**src/hw/rtl/srr_pkg.sv**
```systemverilog
// Shared types and constants for the signed restoring remainder block.
// Used by the controller, the datapath and the top level. No dependencies.
package srr_pkg;

    localparam int DEFAULT_WIDTH = 32;
    localparam int GROUP_BITS    = 8;

    typedef enum logic [1:0] {
        ST_IDLE,
        ST_DIVIDE,
        ST_ADJUST,
        ST_REPORT
    } srr_state_t;

    typedef struct packed {
        logic load;
        logic step;
        logic adjust;
        logic report;
    } srr_cmd_t;

    typedef struct packed {
        logic last_step;
    } srr_status_t;

    // Bit length of one 8-bit group: index of the highest set bit plus one.
    function automatic logic [3:0] group_len(input logic [GROUP_BITS-1:0] g);
        logic [3:0] n;
        n = '0;
        for (int i = 0; i < GROUP_BITS; i++)
        begin
            if (g[i])
            begin
                n = 4'(i + 1);
            end
        end
        return n;
    endfunction

endpackage

```
**src/hw/rtl/srr_ctrl.sv**
```systemverilog
// Sequencing state machine for the signed restoring remainder block.
// Depends on srr_pkg for the state, command and status types.
module srr_ctrl
    import srr_pkg::*;
(
    input  logic        clk,
    input  logic        rst_n,
    input  logic        start,
    input  srr_status_t status,
    output srr_cmd_t    cmd,
    output logic        busy
);

    srr_state_t state_reg;
    srr_state_t state_next;

    always_ff @(posedge clk or negedge rst_n)
    begin
        if (!rst_n)
        begin
            state_reg <= ST_IDLE;
        end
        else
        begin
            state_reg <= state_next;
        end
    end

    always_comb
    begin
        state_next = state_reg;
        cmd        = '0;
        busy       = 1'b1;
        case (state_reg)
            ST_IDLE:
            begin
                busy = 1'b0;
                if (start)
                begin
                    cmd.load   = 1'b1;
                    state_next = ST_DIVIDE;
                end
            end
            ST_DIVIDE:
            begin
                cmd.step = 1'b1;
                if (status.last_step)
                begin
                    state_next = ST_ADJUST;
                end
            end
            ST_ADJUST:
            begin
                cmd.adjust = 1'b1;
                state_next = ST_REPORT;
            end
            ST_REPORT:
            begin
                cmd.report = 1'b1;
                state_next = ST_IDLE;
            end
            default:
            begin
                state_next = ST_IDLE;
            end
        endcase
    end

endmodule

```
**src/hw/rtl/srr_dp.sv**
```systemverilog
// Datapath of the signed restoring remainder block: magnitudes, the
// shift-and-subtract unit, sign fix-up and bit-length count. Uses srr_pkg.
module srr_dp
    import srr_pkg::*;
#(
    parameter int WIDTH = DEFAULT_WIDTH
)
(
    input  logic                             clk,
    input  logic                             rst_n,
    input  srr_cmd_t                         cmd,
    input  logic signed [WIDTH-1:0]          dividend_value,
    input  logic signed [WIDTH-1:0]          divisor_value,
    output srr_status_t                      status,
    output logic                             done,
    output logic signed [WIDTH-1:0]          remainder_value,
    output logic [$clog2(WIDTH+1)-1:0]       remainder_bits,
    output logic                             divide_by_zero
);

    localparam int CW   = $clog2(WIDTH);
    localparam int BW   = $clog2(WIDTH + 1);
    localparam int NGRP = (WIDTH + GROUP_BITS - 1) / GROUP_BITS;
    localparam int PADW = NGRP * GROUP_BITS;

    logic [WIDTH-1:0] a_reg;
    logic [WIDTH-1:0] b_reg;
    logic [WIDTH-1:0] r_reg;
    logic [CW-1:0]    cnt_reg;
    logic             dneg_reg;
    logic             zero_reg;
    logic [3:0]       glen_reg [NGRP];
    logic [WIDTH-1:0] res_reg;
    logic             done_reg;
    logic [WIDTH-1:0] rem_reg;
    logic [BW-1:0]    bits_reg;
    logic             dbz_reg;

    logic [WIDTH-1:0] a_mag;
    logic [WIDTH-1:0] b_mag;
    logic [WIDTH:0]   trial;
    logic             fits;
    logic [WIDTH-1:0] r_next;
    logic [WIDTH-1:0] r_mag;
    logic [PADW-1:0]  r_pad;
    logic [BW-1:0]    bits_next;

    // Two's complement magnitude; the most negative value maps to 2^(WIDTH-1).
    assign a_mag = dividend_value[WIDTH-1] ? (WIDTH'(0) - WIDTH'(dividend_value))
                                           : WIDTH'(dividend_value);
    assign b_mag = divisor_value[WIDTH-1] ? (WIDTH'(0) - WIDTH'(divisor_value))
                                          : WIDTH'(divisor_value);

    // One restoring step: shift in the next dividend bit, subtract if it fits.
    assign trial  = {r_reg, a_reg[WIDTH-1]};
    assign fits   = trial >= {1'b0, b_reg};
    assign r_next = fits ? WIDTH'(trial - {1'b0, b_reg}) : WIDTH'(trial);

    assign r_mag = zero_reg ? '0 : r_reg;
    assign r_pad = PADW'(r_mag);

    always_comb
    begin
        bits_next = '0;
        for (int g = 0; g < NGRP; g++)
        begin
            if (glen_reg[g] != 4'd0)
            begin
                bits_next = BW'(g * GROUP_BITS) + BW'(glen_reg[g]);
            end
        end
    end

    assign status.last_step = (cnt_reg == CW'(WIDTH - 1));

    always_ff @(posedge clk)
    begin
        if (cmd.load)
        begin
            a_reg    <= a_mag;
            b_reg    <= b_mag;
            r_reg    <= '0;
            dneg_reg <= dividend_value[WIDTH-1];
            zero_reg <= (divisor_value == '0);
        end
        else if (cmd.step)
        begin
            a_reg <= {a_reg[WIDTH-2:0], 1'b0};
            r_reg <= r_next;
        end
        if (cmd.adjust)
        begin
            res_reg <= dneg_reg ? (WIDTH'(0) - r_mag) : r_mag;
            for (int g = 0; g < NGRP; g++)
            begin
                glen_reg[g] <= group_len(r_pad[g*GROUP_BITS +: GROUP_BITS]);
            end
        end
        if (cmd.report)
        begin
            rem_reg  <= res_reg;
            bits_reg <= bits_next;
            dbz_reg  <= zero_reg;
        end
    end

    always_ff @(posedge clk or negedge rst_n)
    begin
        if (!rst_n)
        begin
            cnt_reg  <= '0;
            done_reg <= 1'b0;
        end
        else
        begin
            done_reg <= cmd.report;
            if (cmd.load)
            begin
                cnt_reg <= '0;
            end
            else if (cmd.step)
            begin
                cnt_reg <= cnt_reg + CW'(1);
            end
        end
    end

    assign done            = done_reg;
    assign remainder_value = rem_reg;
    assign remainder_bits  = bits_reg;
    assign divide_by_zero  = dbz_reg;

endmodule

```
**src/hw/rtl/signed_restoring_remainder.sv**
```systemverilog
// Top level of the signed restoring remainder block: controller plus datapath.
// Depends on srr_pkg, srr_ctrl and srr_dp.
//
// A transaction is taken at a clock edge where start is high and busy is low.
// The block returns the truncated-division remainder (sign of the dividend)
// and its magnitude's bit length, shown for exactly one cycle with done high;
// the receiver cannot stall, so it must capture the result in that cycle.
// A new transaction may start in the cycle done is shown; busy stays high
// from acceptance until then, so transactions never overlap.
// The single compare-and-subtract unit handles one dividend bit per cycle
// after the accepting cycle loads the operands; a sign fix-up step and a
// bit-count step follow. A zero divisor gives divide_by_zero with a zero
// remainder and count.
module signed_restoring_remainder
    import srr_pkg::*;
#(
    parameter int WIDTH = DEFAULT_WIDTH
)
(
    input  logic                        clk,
    input  logic                        rst_n,
    input  logic                        start,
    output logic                        busy,
    input  logic signed [WIDTH-1:0]     dividend_value,
    input  logic signed [WIDTH-1:0]     divisor_value,
    output logic                        done,
    output logic signed [WIDTH-1:0]     remainder_value,
    output logic [$clog2(WIDTH+1)-1:0]  remainder_bits,
    output logic                        divide_by_zero
);

    srr_cmd_t    cmd;
    srr_status_t status;

    srr_ctrl u_ctrl (
        .clk    (clk),
        .rst_n  (rst_n),
        .start  (start),
        .status (status),
        .cmd    (cmd),
        .busy   (busy)
    );

    srr_dp #(
        .WIDTH (WIDTH)
    ) u_dp (
        .clk             (clk),
        .rst_n           (rst_n),
        .cmd             (cmd),
        .dividend_value  (dividend_value),
        .divisor_value   (divisor_value),
        .status          (status),
        .done            (done),
        .remainder_value (remainder_value),
        .remainder_bits  (remainder_bits),
        .divide_by_zero  (divide_by_zero)
    );

endmodule

```
**config.mk**
```make
export PLATFORM = sky130hd
export DESIGN_NAME = signed_restoring_remainder
export DESIGN_NICKNAME = d
export VERILOG_FILES = /design/src/hw/rtl/srr_pkg.sv /design/src/hw/rtl/srr_ctrl.sv /design/src/hw/rtl/srr_dp.sv /design/src/hw/rtl/signed_restoring_remainder.sv
export SDC_FILE = /design/constraint.sdc
export NUM_CORES = 1
export LEC_CHECK = 0
export ABC_CLOCK_PERIOD_IN_PS = 8270
export BUFFER_PORTS_ARGS = -buffer_cell sky130_fd_sc_hd__buf_2
export CAP_MARGIN = 20
export CELL_PAD_IN_SITES_DETAIL_PLACEMENT = 1
export CELL_PAD_IN_SITES_GLOBAL_PLACEMENT = 2
export CORE_MARGIN = 10
export CORE_UTILIZATION = 30
export DETAILED_ROUTE_END_ITERATION = 12
export PLACE_DENSITY_LB_ADDON = 0.1
export SKIP_LAST_GASP = 1
export SLEW_MARGIN = 40
export SYNTH_ARGS = -nofsm -noshare
export SYNTH_HDL_FRONTEND = slang
export SYNTH_SLANG_ARGS = --single-unit
export TNS_END_PERCENT = 100
```
**constraint.sdc**
```tcl
create_clock -name clk -period 8.27 [get_ports clk]
set_input_delay 2.0675 -clock clk [delete_from_list [all_inputs] [get_ports clk]]
set_output_delay 2.0675 -clock clk [all_outputs]
set_load 0.05 [all_outputs]
```
After elaboration in Yosys (flattened, before gate mapping)
Memory sizes are Yosys's and may differ from the RTL's.
Cells that the tools add are included.

word-level totals
  register bits after elaboration = 177
  RAM bits = 16
  output and inout bits = 41
  memories kept = 1

operators by class
  add/subtract/negate cells = 8
  magnitude comparators = 1
  equality and inequality tests = 6
  multiplexer cells = 60
  reductions and logical operators = 8

memories
  name           words  bits a word  rd ports  clocked after memory_dff  write ports  line          text
  u_dp.glen_reg  4      4            4         0                         4            srr_dp.sv:32  logic [3:0] glen_reg [NGRP];

operators with widths
  operator                                              number
  2-to-1 mux 32 bit                                     6
  subtractor 1 x 32 -> 32 bit (first input constant)    3
  2-to-1 mux 3 bit                                      16
  2-to-1 mux 4 bit                                      9
  greater-or-equal comparator 33 x 32 -> 1 bit          1
  zero test 32 bit                                      1
  subtractor 32 bit                                     1
  2-to-1 mux 31 bit                                     1
  2-to-1 mux 2 bit                                      10
  2-to-1 mux 6 bit                                      3
  nonzero test 4 bit                                    4
  adder 5 x 4 -> 6 bit (first input constant)           2
  2-to-1 mux 1 bit                                      12
  2-to-1 mux 5 bit                                      2
  case mux 2 bit (4 select lines)                       1
  adder 4 x 4 -> 5 bit (first input constant)           1
  adder 5 x 1 -> 5 bit (second input constant)          1
  equality test 5 bit (second input constant)           1
  equality test 2 bit (second input constant)           2
  inequality test 2 bit (second input constant)         2
  equality test 2 x 1 -> 1 bit (second input constant)  1
  zero test 2 bit                                       1
  AND reduction 2 bit                                   1
  nonzero test 2 bit                                    1

Longest topological paths before layout
Gate-level depths: netlist of the first run.

  depth after elaboration = 10
  depth in mapped cells = 13
  mapped depth without buffers = 12

By module
From an unflattened synthesis of the first run, not the netlist that was laid out.

unflattened totals
  cell total of the unflattened synthesis = 1131
  area total of the unflattened synthesis = 11214.5 um^2

modules (own cells, without submodules)
  module    times used  cells each  area each (um^2)  seq. area each (um^2)
  srr_dp    1           1115        11043.1           5385.2
  srr_ctrl  1           16          171.4             50.0

Least setup slack after synthesis of the first run
No wires, ideal clock.

  path type = in2reg
  start = input start
  end = register u_dp.r_reg[27]
  library setup time = 0.092 ns
  arrival = 4.445 ns
  required time = 8.178 ns
  setup slack = 3.733 ns
  stages on the path = 5
  path through = nand2_1 > clkinv_1 > nor2_1 > inv_1 > o221ai_1

RTL lines
  item                  line                              text
  start, declared       signed_restoring_remainder.sv:22  input logic start,
  end signal, assigned  srr_dp.sv:89                      r_reg <= r_next;
  end, declared         srr_dp.sv:28                      logic [WIDTH-1:0] r_reg;

Final worst setup path of the first run
  start = input dividend_value[4]
  end = register u_dp.a_reg[29], data pin

between the ends
  word-level cells in the longest chain between the ends = 3

RTL lines
  item                         line                              text
  start, declared              signed_restoring_remainder.sv:24  input logic signed [WIDTH-1:0] dividend_value,
  subtractor 1 x 32 -> 32 bit  srr_dp.sv:49                      assign a_mag = dividend_value[WIDTH-1] ? (WIDTH'(0) - WIDTH'(dividend_value))
  2-to-1 mux 32 bit            srr_dp.sv:49
  2-to-1 mux 32 bit            srr_dp.sv:78                      if (cmd.load)
  end signal, assigned         srr_dp.sv:80                      a_reg <= a_mag;
  end signal, assigned         srr_dp.sv:88                      a_reg <= {a_reg[WIDTH-2:0], 1'b0};
  end, declared                srr_dp.sv:26                      logic [WIDTH-1:0] a_reg;

No other way between the ends.
A chain may end at the register's enable or synchronous reset.

==> results.yml, run 1 <==
status:
  status: "finished, final reports clean"
clock_tree:
  clock_path_buffers: 2
  cts_tree: "done"
  cts_setup_buffers: 0
  clock_sinks: 193
  htreeDepth: 4
  clock_latency_ns: 0.45
  cts.clk_slew.worst_paths_ns: 0.07
  cts_buffers: 17
  root_buffer: "clkbuf_16"
  post_cts_resized: 0
  hold_buffers: 0
yosys:
  ys.warnings.count: 0
  synth_compound_area_share_pct: 17.4
  syn_nets: 1267
  synthSimpleGateAreaFrac_pct: 15.2
  synth-main-ff-cell: "edfxtp_1"
  synth.area.top_cells: "edfxtp_1 40%, dfxtp_1 5.6%, o21ai_0 5.5%"
  syn-cell-area_um2: 11400
  async_reset_ff_share_pct: 4.15
  synth_cell_types: 74
  synth_top_area_cell: "edfxtp_1"
  synth_top_area_share_pct: 40.4
  ys_seq_elements: 193
  synth_seq_area_share_pct: 47.8
  yosys.area_share.adder_pct: 4.91
  synthCells: 1156
  syn_avg_cell_area_um2: 9.84
  synth_top_family_by_area: "compound AO/OA/AOI/OAI gates"
  synth_edf_count: 153
  synth-xor-area-share_pct: 7.70
  synthMuxAreaShare_pct: 2.84
placed_design:
  dp_slack_ns: 3.40
  gp_congestion: 0.811
  hpwl_um: 23300
  io_buffers: 107
  placed_cells: 1718
critical_path:
  critPathLaunchType: "primary input"
  worstPathRequired_ns: 8.45
  cp-end-kind: "flip-flop"
  criticalPathCategory: "primary input to flip-flop"
  crit_fanout: 5
  crit_arrival_ns: 4.57
power:
  internal_power_mw: 2.91
  power_density_nw_per_um2: 405
  power.share.combinational_pct: 47.1
  p_leak_nw: 4.92
  netSwitchingFraction_pct: 44.6
  sequentialPowerShare_pct: 36.8
  power_switching_mw: 2.35
  irDropWorstVdd_mv: 0.150
  p_clk_share_pct: 16.0
sta:
  tightest_slew_ns: 0.694
  slew_violations: 0
  max_slew_margin_pct: 53.3
  hold_viol: 0
  rsz0062_at_grt: "false"
  skew_ns: 0.0146
  worst_hold_slack_ns: 0.420
  setup_viol: 0
  max_freq_ghz: 0.228
  setup_ws_ns: 3.88
  post-route-min-period_ns: 4.39
  finalCritPeriodShare_pct: 53.1
  fin_tns_setup_ns: 0
layout:
  drive_gt1_share_pct: 14.3
  diodes: 0
  syn2layout_area_growth_pct: 14.0
  fin_cells: 1750
  nNetsFinal: 1337
  fin_util_pct: 34.5
run:
  cap_viol_max_count: 0
routing:
  drc: 0
  firstDrtPassIters: 4
  drt_iter0_drc: 352
  num_vias: 8608
  wirelength_um: 31000
  via_per_inst: 4.92
  wire_per_inst_um: 17.7
  ant_nets: 0
global_routing:
  grt_pass1_vias: 8797
  grt_pass1_wl_um: 50100
  antenna_found_initial: 0
  grt_max_degree: 89
  globalRoute.totalOverflow: 0
  grt_util_all_layers_pct: 13.4
floorplanning:
  die_h_um: 215
  initial_core_util_pct: 30.3
  core_um2: 37600
  die_area_um2: 46100
  die_w_um: 215
  row_count: 71
  ios: 108
min_path:
  min_path_type: "flip-flop to flip-flop"
-- layout by cell type, fill, tap and decap left out, drive strengths merged, types with 32 or more instances in the layout --
master | netlist | routed
a21oi | 80 | 80
buf | 13 | 114
dfxtp | 32 | 32
edfxtp | 153 | 153
ha | 43 | 43
inv | 56 | 61
nand2 | 118 | 118
nor2 | 76 | 76
o21ai | 127 | 127
xnor2 | 61 | 61
xor2 | 39 | 39
-- power groups by stage --
stage	clock network (mW)	logic, mW	registers (mW)
3_5_place_dp	0	2.50	1.96
2_1_floorplan	0	1.69	2.04
6_report	0.842	2.48	1.94
5_1_grt	0.910	2.78	2.00
4_1_cts	0.873	2.51	1.94
3_3_place_gp	0	2.47	1.95
-- critical path, stage by stage --
cell,delay [ns]
buf_2,0.13
nor4_4,0.37
nand4b_1,0.22
or3_1,0.40
or4_1,0.49
or3_4,0.40
o41ai_2,0.24
xor2_1,0.17
o21ai_0,0.08
-- Yosys cell counts (3+ instances only) --
library cell  instances
o21ai_0             124
nor4b_1               3
nand3_1              11
nor4_1               12
o31ai_1              19
a21o_1               13
xnor2_1              61
a31oi_1              10
ha_1                 43
dfrtp_1               8
dfxtp_1              32
nor3_1               30
a31o_2                4
edfxtp_1            153
and3_1                8
nor2_1               76
and2_1                5
o21a_1                7
nor2b_1              16
a41oi_1               3
mux2i_1              30
nand2_1             118
a21boi_0              3
or3_4                 4
nand4_1              13
or4_4                 3
a211oi_1             10
xor2_1               39
o41ai_1               9
a21oi_1              80
nand2b_1             11
o21bai_1              5
or4_1                 9
buf_2                 5
clkbuf_1             49
or3_1                12
inv_1                56
buf_1                 6
o31ai_2               3
o22ai_1               5
-- final cells by class --
| class | instances | area, um2 |
|---|---|---|
| clock buffer | 18 | 429 |
| clock inverter | 14 | 153 |
| fill | 4304 | 24600 |
| inverter | 57 | 214 |
| multi-input combinational | 843 | 5500 |
| sequential | 193 | 5440 |
| tap | 511 | 639 |
| timing repair buffer | 114 | 592 |
-- per-stage QoR --
stage,total power [mW],cell area (um2)
global placement,4.42,12400
global route,5.69,13000
floorplan,3.73,11400
finish,5.25,13000
detailed placement,4.47,12400
CTS,5.33,13000
-- final timing paths --
| path | slack (ns) | end | startpoint | cells after the start |
|---|---|---|---|---|
| max | 3.88 | u_dp.a_reg[29] | dividend_value[4] | 9 |
| min | 0.42 | u_dp.remainder_value[12] | u_dp.res_reg[12] | 0 |
| max reg2reg | 4.18 | u_dp.r_reg[0] | u_dp.r_reg[2] | 10 |
| min reg2reg | 0.42 | u_dp.remainder_value[12] | u_dp.res_reg[12] | 0 |
| max in group asynchronous | 6.65 | u_dp.done | rst_n | 1 |
| min in group asynchronous | 1.45 | u_dp.cnt_reg[1] | rst_n | 1 |
-- metal layers --
metal | track usage, % | routed length, um | vias up
met1 | 19.7 | 16400 | 4131
met3 | 2.40 | 1010 | 19
met2 | 19.6 | 13200 | 104
li1 | - | - | 4354
met5 | 0 | 0 | -
met4 | 3.66 | 338 | 0
-- logic make-up after synthesis --
kind of cell	count (synthesis)
compound gates	322
flops	193
simple gates	345
xor+xnor	100
buf+inv	120
mux	32
fa+ha+maj	44
Note: power is estimated with default switching activity, not from simulation.
==> inputs of run 2 (changes only) <==
- ABC_CLOCK_PERIOD_IN_PS: 8270 -> 3750
- clock period: 8.27 -> 3.75 ns (I/O delays scaled with it)
==> run 2 against run 1 <==
Against the previous run:
- sequential power grew 100%
- flip-flop and latch count unchanged
- critical path depth grew 1
- critical endpoint is now u_dp.r_reg[0]
- worst setup slack worse by 3.5 ns
- utilization is 1.0 points higher
- clock skew is 0.0013 ns lower
- largest cell class unchanged
- first-iteration DRC count is 4.5% lower
- global-route usage grew 0.25 points
- hold slack worse by 0.10 ns
==> results.yml, run 2 (synthesized netlist as in run 1, its figures left out) <==
power:
  p_leak_nw: 5.16
  power.total_mw: 12.1
  netSwitchingFraction_pct: 43.6
  irDropWorstVdd_mv: 0.321
  power.share.combinational_pct: 50.8
  sequentialPowerShare_pct: 32.8
  power_switching_mw: 5.27
  p_clk_share_pct: 16.5
  power_density_nw_per_um2: 906
  internal_power_mw: 6.82
sta:
  finalCritPeriodShare_pct: 89.7
  post-route-min-period_ns: 3.36
  setup_viol: 0
  rsz0062_at_grt: "false"
  worst_hold_slack_ns: 0.318
  max_freq_ghz: 0.297
  skew_ns: 0.0133
  tightest_slew_ns: 0.685
  slew_violations: 0
  fin_tns_setup_ns: 0
  hold_viol: 0
  max_slew_margin_pct: 53.9
layout:
  final_common_cell: "edfxtp_1"
  nNetsFinal: 1379
  num-fill-cells: 4309
  drive_gt1_share_pct: 17.1
  multi_input_area_um2: 5500
  layout_common_cells: "153 x edfxtp_1, 124 x o21ai_0, 117 x nand2_1"
  diodes: 0
  syn2layout_area_growth_pct: 17.3
  seq_area_um2: 5440
  fin_cells: 1792
routing:
  num_vias: 8717
  wire_per_inst_um: 17.6
  ant_nets: 0
  via_per_inst: 4.86
  wirelength_um: 31600
  drc: 0
  firstDrtPassIters: 4
  drt_iter0_drc: 336
floorplanning:
  die_area_um2: 46100
  die_h_um: 215
  core_um2: 37600
  initial_core_util_pct: 30.3
  row_count: 71
  ios: 108
  die_w_um: 215
placed_design:
  hpwl_um: 24200
  placed_cells: 1760
  io_buffers: 107
  gp_congestion: 0.807
clock_tree:
  htreeDepth: 4
  hold_buffers: 0
  clock_latency_ns: 0.46
  clock_path_buffers: 2
  cts_tree: "done"
  clock_sinks: 193
  root_buffer: "clkbuf_16"
  cts_buffers: 17
  cts_setup_buffers: 0
  cts.clk_slew.worst_paths_ns: 0.07
  post_cts_resized: 0
global_routing:
  globalRoute.totalOverflow: 0
  grt_util_all_layers_pct: 13.7
  gr-usage-met3_pct: 2.39
  grt_util_met2_pct: 19.8
  grt_pass1_wl_um: 50600
  busiest_layer: "met1"
  grt_max_degree: 88
  antenna_found_initial: 0
  grt_pass1_vias: 8887
  grtUsageMet1_pct: 20.1
min_path:
  min_path_type: "primary input to asynchronous set/reset pin"
critical_path:
  crit_fanout: 23
  r2r_slack_ns: 0.39
  worstPathRequired_ns: 4.14
  rr_startpoint: "u_dp.r_reg[14]"
  path_common_cell: "a21oi_1"
  critPathLaunchType: "flip-flop"
  cp_cell_sequence: "ha_1, nand4_1, nor3_1, nand2_1, o311ai_1, a21oi_1, o31ai_4, buf_12, mux2_2, a21oi_1"
  r2r-end: "u_dp.r_reg[0]"
  max_stage_delay_ns: 0.47
  crit_arrival_ns: 3.75
  criticalPathCategory: "flip-flop to flip-flop"
  cp-end-kind: "flip-flop"
  crit_path_top_delay_cell: "ha_1"
  rr_worst_depth: 10
status:
  status: "finished, final reports clean"
run:
  cap_viol_max_count: 0
==> run 2: cell count changes in the layout (fill, tap and decap cells not counted), sizes merged <==
cell | before | now
buf | 114 | 156
clkinvlp | 4 | 1
bufinv | 2 | 4
clkinv | 4 | 6
clkbuf | 18 | 17
==> run 2: power by group through the flow <==
stage               logic, mW  clock network, mW  registers, mW
global placement         6.10                  0           4.00
CTS                      6.19               2.07           3.98
global route             6.87               2.15           4.07
floorplan                3.74                  0           4.49
finish                   6.14               1.99           3.96
detailed placement       6.18                  0           4.02
==> run 2: layout make-up <==
class	count	area share [%]
Multi-Input combinational cell	843	41.2
Clock inverter	15	1.53
Timing Repair Buffer	156	6.89
Sequential cell	193	40.7
Inverter	57	1.60
Tap cell	511	4.79
Clock buffer	17	3.19
==> run 2: worst max-delay path, delay by kind of cell (launching register included) <==
kind,cells,cell delay (ns)
AND/OR/NAND/NOR,3,0.76
flip-flops,1,0.41
adder cells (fa/ha/maj),1,0.47
AO/OA/AOI/OAI,4,1.02
buffers and inverters,1,0.24
multiplexers,1,0.37
==> run 2: layer usage <==
metal / up-vias / part of all wire [%]
met2: 91 / 42
met3: 20 / 2.4
met4: 0 / 1.6
li1: 4447 / -
met5: - / 0
met1: 4159 / 54
==> run 2: worst max path at each step <==
stage,start,end,slack [ns],depth (start not counted)
3_3_place_gp,dividend_value[4],u_dp.a_reg[29],0.08,9
6_report,u_dp.r_reg[14],u_dp.r_reg[0],0.39,10
4_1_cts,u_dp.r_reg[14],u_dp.r_reg[0],0.40,10
2_1_floorplan,start,u_dp.r_reg[27],0.34,5
5_1_grt,u_dp.r_reg[14],u_dp.r_reg[20],0.18,11
3_5_place_dp,dividend_value[4],u_dp.a_reg[29],0.04,9
==> run 2: stage by stage <==
stage | setup slack, ns | area (um2) | utilization, %
floorplan | 0.343 | 11400 | -
global placement | 0.0804 | 12700 | 33.8
detailed placement | 0.0422 | 12700 | 33.8
CTS | 0.403 | 13300 | 35.5
global route | 0.176 | 13300 | 35.5
finish | 0.385 | 13300 | 35.5
==> inputs of run 3 (changes only) <==
- ABC_CLOCK_PERIOD_IN_PS: 3750 -> 3500
- CORE_ASPECT_RATIO: unset -> 0.6
- clock period: 3.75 -> 3.5 ns (I/O delays scaled with it)
==> run 3 against run 2 <==
Against the previous run:
- worst setup slack worse by 0.20 ns
- via count up 5.0%
- wire length is 12% higher
- utilization grew 0.82 points
- register-to-register slack got worse by 0.20 ns
- clock skew is 0.0029 ns lower
- cell count is 2.7% higher
- hold slack lost 0.074 ns
- sequential share of layout area is 0.91 points lower
- global-route usage grew 1.7 points
- critical path depth up 2
- clock-buffer cell count grew 2
- critical endpoint is now u_dp.r_reg[28]
- largest power group unchanged
==> results.yml, run 3 (synthesized netlist as in run 1, its figures left out) <==
status:
  status: "finished, final reports clean"
global_routing:
  globalRoute.totalOverflow: 0
  grt_max_degree: 88
  grt_pass1_wl_um: 55600
  gr-usage-met3_pct: 2.77
  grt_util_met2_pct: 21.4
  grtUsageMet1_pct: 23.7
  antenna_found_initial: 0
  grt_util_all_layers_pct: 15.4
  grt_pass1_vias: 9224
  busiest_layer: "met1"
floorplanning:
  initial_core_util_pct: 30.3
  die_h_um: 171
  die_area_um2: 46400
  die_w_um: 271
  core_um2: 37600
  ios: 108
  row_count: 55
clock_tree:
  cts_buffers: 17
  clock_latency_ns: 0.46
  root_buffer: "clkbuf_16"
  post_cts_resized: 0
  clock_sinks: 193
  hold_buffers: 0
  cts.clk_slew.worst_paths_ns: 0.08
  htreeDepth: 4
  cts_tree: "done"
  clock_path_buffers: 2
  cts_setup_buffers: 0
routing:
  num_vias: 9156
  drc: 0
  via_per_inst: 4.97
  firstDrtPassIters: 5
  drt_iter0_drc: 527
  wire_per_inst_um: 19.2
  ant_nets: 0
  wirelength_um: 35400
sta:
  hold_viol: 0
  max_slew_margin_pct: 43.3
  finalCritPeriodShare_pct: 94.7
  worst_hold_slack_ns: 0.243
  post-route-min-period_ns: 3.31
  skew_ns: 0.0103
  slew_violations: 0
  rsz0062_at_grt: "false"
  max_freq_ghz: 0.302
  fin_tns_setup_ns: 0
  setup_viol: 0
  tightest_slew_ns: 0.845
layout:
  final_common_cell: "edfxtp_1"
  nNetsFinal: 1425
  num-fill-cells: 4275
  layout_common_cells: "153 x edfxtp_1, 124 x o21ai_0, 117 x nand2_1"
  drive_gt1_share_pct: 20.0
  syn2layout_area_growth_pct: 20.0
min_path:
  min_path_type: "primary input to asynchronous set/reset pin"
critical_path:
  criticalPathCategory: "flip-flop to flip-flop"
  critPathLaunchType: "flip-flop"
  worstPathRequired_ns: 3.85
  cp-end-kind: "flip-flop"
  rr_startpoint: "u_dp.a_reg[31]"
  crit_fanout: 6
  crit_arrival_ns: 3.67
  critPathLaunch: "u_dp.a_reg[31]"
run:
  cap_viol_max_count: 0
power:
  power_density_nw_per_um2: 966
  irDropWorstVdd_mv: 0.467
  p_leak_nw: 5.35
placed_design:
  hpwl_um: 27000
  gp_congestion: 0.808
  io_buffers: 107
-- run 3: changes by cell type in the layout (fill, tap and decap cells not counted), moves of 2 or more --
cell	before	now
clkinvlp_4	1	4
buf_4	47	91
bufinv_16	4	0
clkinv_2	3	1
buf_12	1	3
-- run 3: final timing paths --
check | to | slack (ns) | depth (start not counted)
setup reg to reg | u_dp.r_reg[28] | 0.19 | 12
setup / recovery | u_dp.r_reg[28] | 0.19 | 12
max in group asynchronous | u_dp.cnt_reg[1] | 3.08 | 1
hold / removal | u_ctrl.state_reg[0] | 0.24 | 1
min in group clk | u_dp.remainder_value[9] | 0.42 | 0
hold reg to reg | u_dp.remainder_value[9] | 0.42 | 0
-- run 3: report_power, final --
part           switching (mW)  total, mW  internal (mW)  leakage (nW)
Clock                   0.968       1.92          0.954         0.265
Combinational            4.49       7.00           2.51          3.27
Sequential              0.462       4.25           3.79          1.81
-- run 3: per-layer routing --
layer,vias to the layer above,routed length [um]
met2,107,14500
met5,-,0
met1,4496,19400
met3,17,1160
li1,4536,-
met4,0,293
-- run 3: layout make-up --
type	instances	area [um2]	share of cell area, %
Clock inverter	13	120	0.880
Timing Repair Buffer	202	1290	9.45
Sequential cell	193	5440	39.8
Multi-Input combinational cell	843	5500	40.3
Antenna cell	1	2.50	0.0183
Inverter	57	214	1.57
Clock buffer	19	443	3.25
Tap cell	513	642	4.70
-- run 3: stage by stage --
stage | utilization, % | cells | setup slack [ns] | area [um2] | power, mW
floorplan | - | 1156 | 0.156 | 11400 | 8.82
global placement | 34.8 | 1808 | -0.110 | 13100 | 11.2
detailed placement | 34.8 | 1808 | -0.168 | 13100 | 11.3
CTS | 36.3 | 1840 | 0.199 | 13600 | 13.3
global route | 36.3 | 1840 | 0.0104 | 13600 | 14.3
finish | 36.3 | 1841 | 0.186 | 13600 | 13.2
-- run 3: worst max-delay path: stages (launching register included) --
cell and delay, ns:
edfxtp_1 0.37, inv_1 0.12, ha_1 0.17, inv_1 0.05
fa_1 0.41, a21o_1 0.24, a311o_1 0.36, a21oi_1 0.19
o21ai_0 0.25, and3_1 0.36, or4_1 0.53, nand4_1 0.10
a21oi_1 0.06
